### config.mk
export PLATFORM = sky130hd
export DESIGN_NAME = pst_prep
export DESIGN_NICKNAME = d
export VERILOG_FILES = /design/src/rtl/core/pst_pkg.sv /design/src/rtl/core/pst_prep.sv
export SDC_FILE = /design/constraint.sdc
export NUM_CORES = 1
export LEC_CHECK = 0
export ABC_AREA = 1
export BUFFER_PORTS_ARGS = -buffer_cell sky130_fd_sc_hd__buf_2
export CAP_MARGIN = 20
export CELL_PAD_IN_SITES_DETAIL_PLACEMENT = 2
export CELL_PAD_IN_SITES_GLOBAL_PLACEMENT = 2
export CORE_MARGIN = 3
export CORE_UTILIZATION = 33
export CTS_CLUSTER_DIAMETER = 150
export DETAILED_ROUTE_END_ITERATION = 10
export GPL_TIMING_DRIVEN = 0
export PLACE_DENSITY_LB_ADDON = 0.2
export SLEW_MARGIN = 20
export SYNTH_ARGS = -nofsm -noshare
export SYNTH_HDL_FRONTEND = slang
export SYNTH_SLANG_ARGS = --single-unit
### constraint.sdc
create_clock -name clk_i -period 4.2 [get_ports clk_i]
set_input_delay 1.05 -clock clk_i [delete_from_list [all_inputs] [get_ports clk_i]]
set_output_delay 1.05 -clock clk_i [all_outputs]
set_load 0.1 [all_outputs]
### src/rtl/core/pst_pkg.sv
package pst_pkg;

  // Coordinate width; every datapath width below follows from it.
  localparam int unsigned COORD_BITS = 16;
  localparam int unsigned DIFF_W     = COORD_BITS + 1;
  localparam int unsigned PROD_W     = 2 * DIFF_W;
  localparam int unsigned SQ_W       = 2 * COORD_BITS;
  localparam int unsigned ELL_W      = 2 * SQ_W + 3;
  localparam int unsigned STAGES     = 5;

  typedef logic signed [COORD_BITS-1:0] coord_t;
  typedef logic signed [DIFF_W-1:0]     diff_t;
  typedef logic signed [PROD_W-1:0]     prod_t;
  typedef logic        [SQ_W-1:0]       sq_t;
  typedef logic        [2*SQ_W-1:0]     quad_t;

  typedef enum logic [1:0] {
    KIND_RECT    = 2'd0,
    KIND_CIRCLE  = 2'd1,
    KIND_TRI     = 2'd2,
    KIND_ELLIPSE = 2'd3
  } kind_e;

  // Per-stage occupancy and load enables, stage 0 at bit 0.
  typedef struct packed {
    logic [STAGES-1:0] vld;
    logic [STAGES-1:0] ld;
  } pipe_ctl_t;

  // Operands for the four shared multipliers.
  typedef struct packed {
    kind_e kind;
    logic  hit;
    logic  flat;
    diff_t a0;
    diff_t b0;
    diff_t a1;
    diff_t b1;
    diff_t a2;
    diff_t b2;
    diff_t a3;
    diff_t b3;
  } mul_op_t;

  typedef struct packed {
    kind_e kind;
    logic  hit;
    logic  flat;
    prod_t p0;
    prod_t p1;
    prod_t p2;
    prod_t p3;
  } prod_set_t;

  function automatic diff_t sext(input coord_t v);
    return {v[COORD_BITS-1], v};
  endfunction

  function automatic diff_t mag_d(input diff_t v);
    return v[DIFF_W-1] ? -v : v;
  endfunction

endpackage

### src/rtl/core/pst_prep.sv
module pst_prep (
  input  logic              clk_i,
  input  pst_pkg::pipe_ctl_t ctl_i,
  input  logic [1:0]        kind_i,
  input  pst_pkg::coord_t   point_x_i,
  input  pst_pkg::coord_t   point_y_i,
  input  pst_pkg::coord_t   start_x_i,
  input  pst_pkg::coord_t   start_y_i,
  input  pst_pkg::coord_t   end_x_i,
  input  pst_pkg::coord_t   end_y_i,
  output pst_pkg::mul_op_t  op_o
);

  typedef struct packed {
    pst_pkg::kind_e  kind;
    logic            rect_hit;
    pst_pkg::coord_t px;
    pst_pkg::coord_t py;
    pst_pkg::coord_t cx;
    pst_pkg::coord_t cy;
    pst_pkg::diff_t  dpx_s;
    pst_pkg::diff_t  dpy_s;
    pst_pkg::diff_t  dpy_e;
    pst_pkg::diff_t  rx;
    pst_pkg::diff_t  ry;
  } s1_t;

  s1_t              s1_d, s1_q;
  pst_pkg::mul_op_t s2_d, s2_q;

  pst_pkg::coord_t x_lo, x_hi, y_lo, y_hi;
  pst_pkg::diff_t  sum_x, sum_y, adj_x, adj_y;
  pst_pkg::diff_t  dxe, dye, mx, my, mw, mh;

  // Stage 1: differences, bounding box, ellipse center (truncated toward zero).
  always_comb begin
    x_lo  = (start_x_i < end_x_i) ? start_x_i : end_x_i;
    x_hi  = (start_x_i < end_x_i) ? end_x_i : start_x_i;
    y_lo  = (start_y_i < end_y_i) ? start_y_i : end_y_i;
    y_hi  = (start_y_i < end_y_i) ? end_y_i : start_y_i;
    sum_x = pst_pkg::sext(start_x_i) + pst_pkg::sext(end_x_i);
    sum_y = pst_pkg::sext(start_y_i) + pst_pkg::sext(end_y_i);
    adj_x = sum_x + pst_pkg::diff_t'(sum_x[pst_pkg::DIFF_W-1]);
    adj_y = sum_y + pst_pkg::diff_t'(sum_y[pst_pkg::DIFF_W-1]);

    s1_d.kind     = pst_pkg::kind_e'(kind_i);
    s1_d.rect_hit = (point_x_i >= x_lo) && (point_x_i <= x_hi) &&
                    (point_y_i >= y_lo) && (point_y_i <= y_hi);
    s1_d.px       = point_x_i;
    s1_d.py       = point_y_i;
    s1_d.cx       = adj_x[pst_pkg::DIFF_W-1:1];
    s1_d.cy       = adj_y[pst_pkg::DIFF_W-1:1];
    s1_d.dpx_s    = pst_pkg::sext(point_x_i) - pst_pkg::sext(start_x_i);
    s1_d.dpy_s    = pst_pkg::sext(point_y_i) - pst_pkg::sext(start_y_i);
    s1_d.dpy_e    = pst_pkg::sext(point_y_i) - pst_pkg::sext(end_y_i);
    s1_d.rx       = pst_pkg::sext(end_x_i) - pst_pkg::sext(start_x_i);
    s1_d.ry       = pst_pkg::sext(end_y_i) - pst_pkg::sext(start_y_i);
  end

  always_ff @(posedge clk_i) begin
    if (ctl_i.ld[0]) begin
      s1_q <= s1_d;
    end
  end

  // Stage 2: steer the operands of the shared multipliers by shape kind.
  always_comb begin
    dxe = pst_pkg::sext(s1_q.px) - pst_pkg::sext(s1_q.cx);
    dye = pst_pkg::sext(s1_q.py) - pst_pkg::sext(s1_q.cy);
    mx  = pst_pkg::mag_d(dxe);
    my  = pst_pkg::mag_d(dye);
    mw  = pst_pkg::mag_d(s1_q.rx);
    mh  = pst_pkg::mag_d(s1_q.ry);

    s2_d.kind = s1_q.kind;
    s2_d.hit  = s1_q.rect_hit;
    s2_d.flat = (s1_q.rx == '0) || (s1_q.ry == '0);
    s2_d.a0   = '0;
    s2_d.b0   = '0;
    s2_d.a1   = '0;
    s2_d.b1   = '0;
    s2_d.a2   = '0;
    s2_d.b2   = '0;
    s2_d.a3   = '0;
    s2_d.b3   = '0;
    case (s1_q.kind)
      pst_pkg::KIND_CIRCLE: begin
        s2_d.a0 = s1_q.dpx_s;
        s2_d.b0 = s1_q.dpx_s;
        s2_d.a1 = s1_q.dpy_s;
        s2_d.b1 = s1_q.dpy_s;
        s2_d.a2 = s1_q.rx;
        s2_d.b2 = s1_q.rx;
        s2_d.a3 = s1_q.ry;
        s2_d.b3 = s1_q.ry;
      end
      pst_pkg::KIND_TRI: begin
        s2_d.a0 = s1_q.rx;
        s2_d.b0 = s1_q.dpy_s;
        s2_d.a1 = s1_q.ry;
        s2_d.b1 = s1_q.dpx_s;
        s2_d.a2 = s1_q.rx;
        s2_d.b2 = s1_q.dpy_e;
        s2_d.a3 = s1_q.rx;
        s2_d.b3 = s1_q.ry;
      end
      pst_pkg::KIND_ELLIPSE: begin
        s2_d.a0 = mx;
        s2_d.b0 = mx;
        s2_d.a1 = my;
        s2_d.b1 = my;
        s2_d.a2 = mw;
        s2_d.b2 = mw;
        s2_d.a3 = mh;
        s2_d.b3 = mh;
      end
      default: begin
        s2_d.a0 = '0;
      end
    endcase
  end

  always_ff @(posedge clk_i) begin
    if (ctl_i.ld[1]) begin
      s2_q <= s2_d;
    end
  end

  assign op_o = s2_q;

endmodule

After elaboration in Yosys (flattened, before gate mapping)

Cells that the tools add are included.

Flip-flop bits (word level): 292
Word-level logic and storage cells: 62
Input bits: 109
Output and inout port bits: 140

$add $sub $neg: 15
Mux-type cells: 10
$lt $le $gt $ge: 6
Equal/unequal tests: 3
Reductions and logical operators: 6

Operators with widths:

| operator           | number |
|---|---|
| $pmux 119 s3       | 1 |
| $sub 16x16->17     | 7 |
| $mux 17            | 4 |
| $neg 17->17        | 4 |
| $mux 16            | 4 |
| $pmux 17 s3        | 1 |
| $add 16x16->17     | 2 |
| $add 17x1->17      | 2 |
| $logic_not 17->1   | 2 |
| $ge 16x16->1       | 2 |
| $le 16x16->1       | 2 |
| $lt 16x16->1       | 2 |
| $eq 2x2->1 const B | 2 |
| $logic_and 1x1->1  | 3 |
| $eq 2x1->1 const B | 1 |
| $logic_or 1x1->1   | 1 |

Longest topological paths before layout

Depth in word-level cells: 6
Gate-level depth with buffers: 27
Gate-level depth less buffers: 25

Worst setup path before layout

Ideal clock, no wire load.

Kind: in2reg
Start point: input port start_y_i[0]
End point: register s1_q[98] (netlist name) (data pin)
Arrival time: 3.953 ns
Cell stages on the path: 20
Data required time: 3.941 ns
Setup slack: -0.012 ns
Buffers on the path: 0
Cells stage by stage: ha_1 -> fa_1 -> nand2_1 -> nand2_1 -> nand3_1 -> nand2_2 -> nand2_1 -> nand3_1 -> nand2_2 -> inv_1 -> fa_1 -> nand3b_1 -> nand2_1 -> a21oi_1 -> o21ai_1 -> a21boi_0 -> o21ai_1 -> nand2_1 -> nand2_1 -> xor2_1

Longest elaborated chain between the ends: 2

RTL lines:

| what                 | line           | text |
|---|---|---|
| from (decl)          | pst_prep.sv:8  | `input pst_pkg::coord_t start_y_i,` |
| $add 16x16->17       | pst_prep.sv:42 | `sum_y = pst_pkg::sext(start_y_i) + pst_pkg::sext(end_y_i);` |
| $add 17x1->17        | pst_prep.sv:44 | `adj_y = sum_y + pst_pkg::diff_t'(sum_y[pst_pkg::DIFF_W-1]);` |
| named net adj_y[14]  | pst_prep.sv:32 | `pst_pkg::diff_t sum_x, sum_y, adj_x, adj_y;` |
| to (signal assigned) | pst_prep.sv:62 | `s1_q <= s1_d;` |
| to (decl)            | pst_prep.sv:28 | `s1_t s1_d, s1_q;` |

The timed path passes the listed nets, and every way through them passes these cells.
A chain may end at the register's enable or synchronous reset.

==> results.md <==
* CP Capture Type: flip-flop
* Static Leak at 13.3 nW
* Reg2reg start: s1_q[117]
* Post-synthesis sequential area ratio at a little under two fifths
* Io pins at 249
* Max cap viols at 0
* Port bufs at 240
* Status: finished, final reports clean
* CP max-delay cell: ha_1
* DP Area at 0.0253 mm²
* Pre-CTS setup slack at -0.969 ns
* ANT nets after route at 0
* Worst hold path startpoint: s1_q[150]
* Fmax at 239 MHz
* XOR/XNOR share of the synthesized area at 4.59%
* Yosys top cell by area: edfxtp_1
* Reg2Reg Depth at 15
* GRT Total Usage at roughly 28%
* CTS tree: done
* Post-Syn Area at 0.0229 mm²
* Pin count of the biggest net entering global routing at 102
* DRC Markers at 0
* Die area at 0.0725 mm²
* Reg2reg setup slack at 0.77 ns
* Die Y-Extent at roughly 270 µm
* Number of global-route vias before repair at ~24000
* Setup CP Type: primary input to flip-flop
* Final worst path period share at between 90 and 100%
* Final TNS setup at 0 ns
* VDD IR-drop max at 0.274 mV
* Mux share of post-synthesis cell area at 0%
* Later-pin clock latency in the skew report at around 0.55 ns
* Final setup margin at 0.0243 ns
* Final Total Pwr at around 16 mW
* TritonRoute pass-1 iters at 6
* Vias after detailed routing at 22091
* Clk buf depth at 3
* Actual slew at the worst max-slew pin at roughly 0.9 ns
* Clock slew at reported path FFs at 0.06 ns
* Critical path cell sequence: buf_2, inv_2, ha_1, buf_4, a21oi_4, o21ai_1, a21oi_2, nand3_4, nand3_4, buf_2, o21ai_1, ha_1, a21oi_1, o21a_1, o221a_2, nand3_1, o21ai_0, nand2_1, nand2_1, nor2_2
* Vias per cell at ~5.3
* Fin Clk Skew at 0.0159 ns
* Post-synth EDFFs at 292
* Hold Vio Cnt, Final at 0
* Synth Net Count at 3202
* Max stage delay on crit path at just over 0.3 ns
* Endpoint arrival time on the critical path at 4.47 ns
* Crit-path max FO at 10
* H-tree depth at 2
* Synth warn at 0
* CTS Buf Count at 37
* Compound-Gate Fraction of Synth Area at approximately 11%
* Hold path cells at 0
* First-pass GRT wire length at roughly 150000 µm
* Post-Synthesis Cells at 2838
* GR Overflow Total at 0
* Syn avg cell area at around 8 µm²
* Yosys top cell area share at 38.4%
* Area Overhead vs Synth at 21.3%
* Synthesized flop and latch total at 292
* Initial DRC Count at 1451
* Min cycle time layout at 4.18 ns
* Worst hold path class: flip-flop to flip-flop
* Unrepaired setup endpoints after global routing: true
* Max Slew Vio Count at 0
* Nets at approximately 3600
* Initial Utilization at 33.7%
* Synth top area cells: edfxtp_1 (38%), ha_1 (13%), nand2_1 (13%)
* Largest family of logic cells by synthesized area: simple AND/OR/NAND/NOR gates
* Die Wd at between 200 and 300 µm
* DR WL/cell at 25.3 µm
* Placer Congestion at around 0.92
* CP required at 4.49 ns
* Top FF cell, synth: edfxtp_1
* Root buf cell: clkbuf_16
* Antenna violations before repair at 8
* Worst setup SP type: primary input
* Row cnt at 95
* Post-synthesis simple-gate area fraction at 24.0%
* Asr flop ratio synth at 0%
* Core ar. at 0.0679 mm²
* WHS Endpoint: op_o[138]
* Post-DP HPWL at 86300 µm
* Diodes inserted at 0
* Synth Area in Adders at between 10% and 20%
* Share of layout cells above drive strength 1 at 18.2%
* Worst R2R End: op_o[69]
* P per Cell Area at 565 mW/mm²
* Routed Wire Length at 105000 µm
* Final setup fails at 0
* Cell variety after synth at between 50 and 60
* Max_slew headroom at approximately two fifths
* Fin area at 0.0277 mm²
* Clock net sink count at 292
==> routing by layer <==
layer  up-vias  global-route usage, %  share of wire, %
li1      10300                      -                 -
met3       153                   3.36               4.5
met4         6                   7.48               3.0
met1     11086                   38.2                46
met5         -                      0             0.041
met2       546                   46.0                46
==> sequential cells by signal, indices dropped and copies added, names as in the netlist <==
signal / cells
s1_q: 152
op_o: 140
==> cells by family after synthesis <==
family                   after synthesis
AND/OR/NAND/NOR                     1297
AO/OA/AOI/OAI                        456
buffers and inverters                419
flip-flops                           292
adder cells (fa/ha/maj)              255
XOR/XNOR                             119
==> how the worst max path moves through the flow <==
stage / from / to / slack, ns / depth (start not counted)
CTS: start_y_i[13] / s1_q[149] / -0.01 / 21
finish: start_y_i[10] / s1_q[149] / 0.02 / 20
floorplan: start_y_i[0] / s1_q[98] / 0.05 / 20
detailed placement: start_y_i[7] / s1_q[98] / -0.97 / 23
global placement: start_y_i[7] / s1_q[98] / -0.82 / 23
global route: start_y_i[10] / s1_q[149] / -0.12 / 21
==> placed cells by master (no fill, tap or decap), types with 7 or more instances in the layout <==
cell / n
inv_2: 34
buf_4: 77
a21oi_2: 32
nor2_2: 8
clkbuf_1: 25
o21ai_0: 73
nand4_1: 22
edfxtp_1: 292
nand3_1: 243
clkinvlp_4: 9
clkinv_2: 8
a21o_1: 15
nor3_1: 31
ha_4: 9
o21ai_1: 74
a21boi_0: 7
nand2_2: 23
o31ai_1: 11
buf_8: 9
nand3b_1: 17
fa_1: 9
inv_1: 310
a21oi_1: 184
o21bai_1: 12
buf_6: 14
inv_6: 7
nor2_1: 161
o21ai_2: 8
ha_1: 231
clkbuf_16: 39
xor2_1: 92
xnor2_1: 24
nand2_1: 750
buf_2: 235
==> repair_timing <==
item,CTS,global route
cloned,0,3
pin swaps,9,36
hold buffers,0,0
buffers inserted,13,53
gates resized for setup,52,148
setup endpoints to repair,7,11
hold endpoints to repair,0,0
==> metrics by stage <==
stage / utilization [%] / cells / hold WS, ns
after global routing: 40.9 / 4134 / 0.479
after global placement: 37.2 / 3999 / 0.442
after floorplan: - / 2838 / 0.400
final: 40.9 / 4134 / 0.457
after CTS: 39.4 / 4080 / 0.462
after detailed placement: 37.3 / 4001 / 0.433
==> layout make-up <==
cell class,count,area (µm²)
multi-input cells,2128,12900
clock buffers,42,945
well taps,921,1150
inverters,357,1380
clock inverters,24,224
flip-flops and latches,292,8770
repair buffers,310,1870
fillers,7746,40100
plain buffers,60,438
==> where the power goes <==
| part | leakage [nW] | switching (mW) | internal, mW |
|---|---|---|---|
| clock network | 0.582 | 1.34 | 1.82 |
| logic | 9.83 | 6.05 | 2.14 |
| registers | 2.91 | 0.362 | 3.97 |
| total | 13.3 | 7.75 | 7.93 |
==> worst max-delay path: cells and delay by family <==
kind                       cells  cell delay, ns
AOI/OAI and AO/OA              8            1.29
and+or+nand+nor                6            0.77
buffers and inverters          4            0.70
adders and majority gates      2            0.62
==> Yosys cell counts, drive strengths merged, types with 2 or more instances <==
master and number:
nor3 38, o31ai 11, nand4 22, a21boi 9, a31oi 8, o21ai 156
xnor2 25, buf 41, o21bai 12, o211a 2, nand3b 17, nor3b 5
fa 11, or2 6, a31o 2, a221oi 3, a211oi 4, clkbuf 21
edfxtp 292, a21oi 219, ha 244, xor2 94, inv 357, nand3 253
nor2 171, o21a 4, nor4 7, o211ai 4, nand2 777, a21o 15
Power figures use the tool's default switching activity.
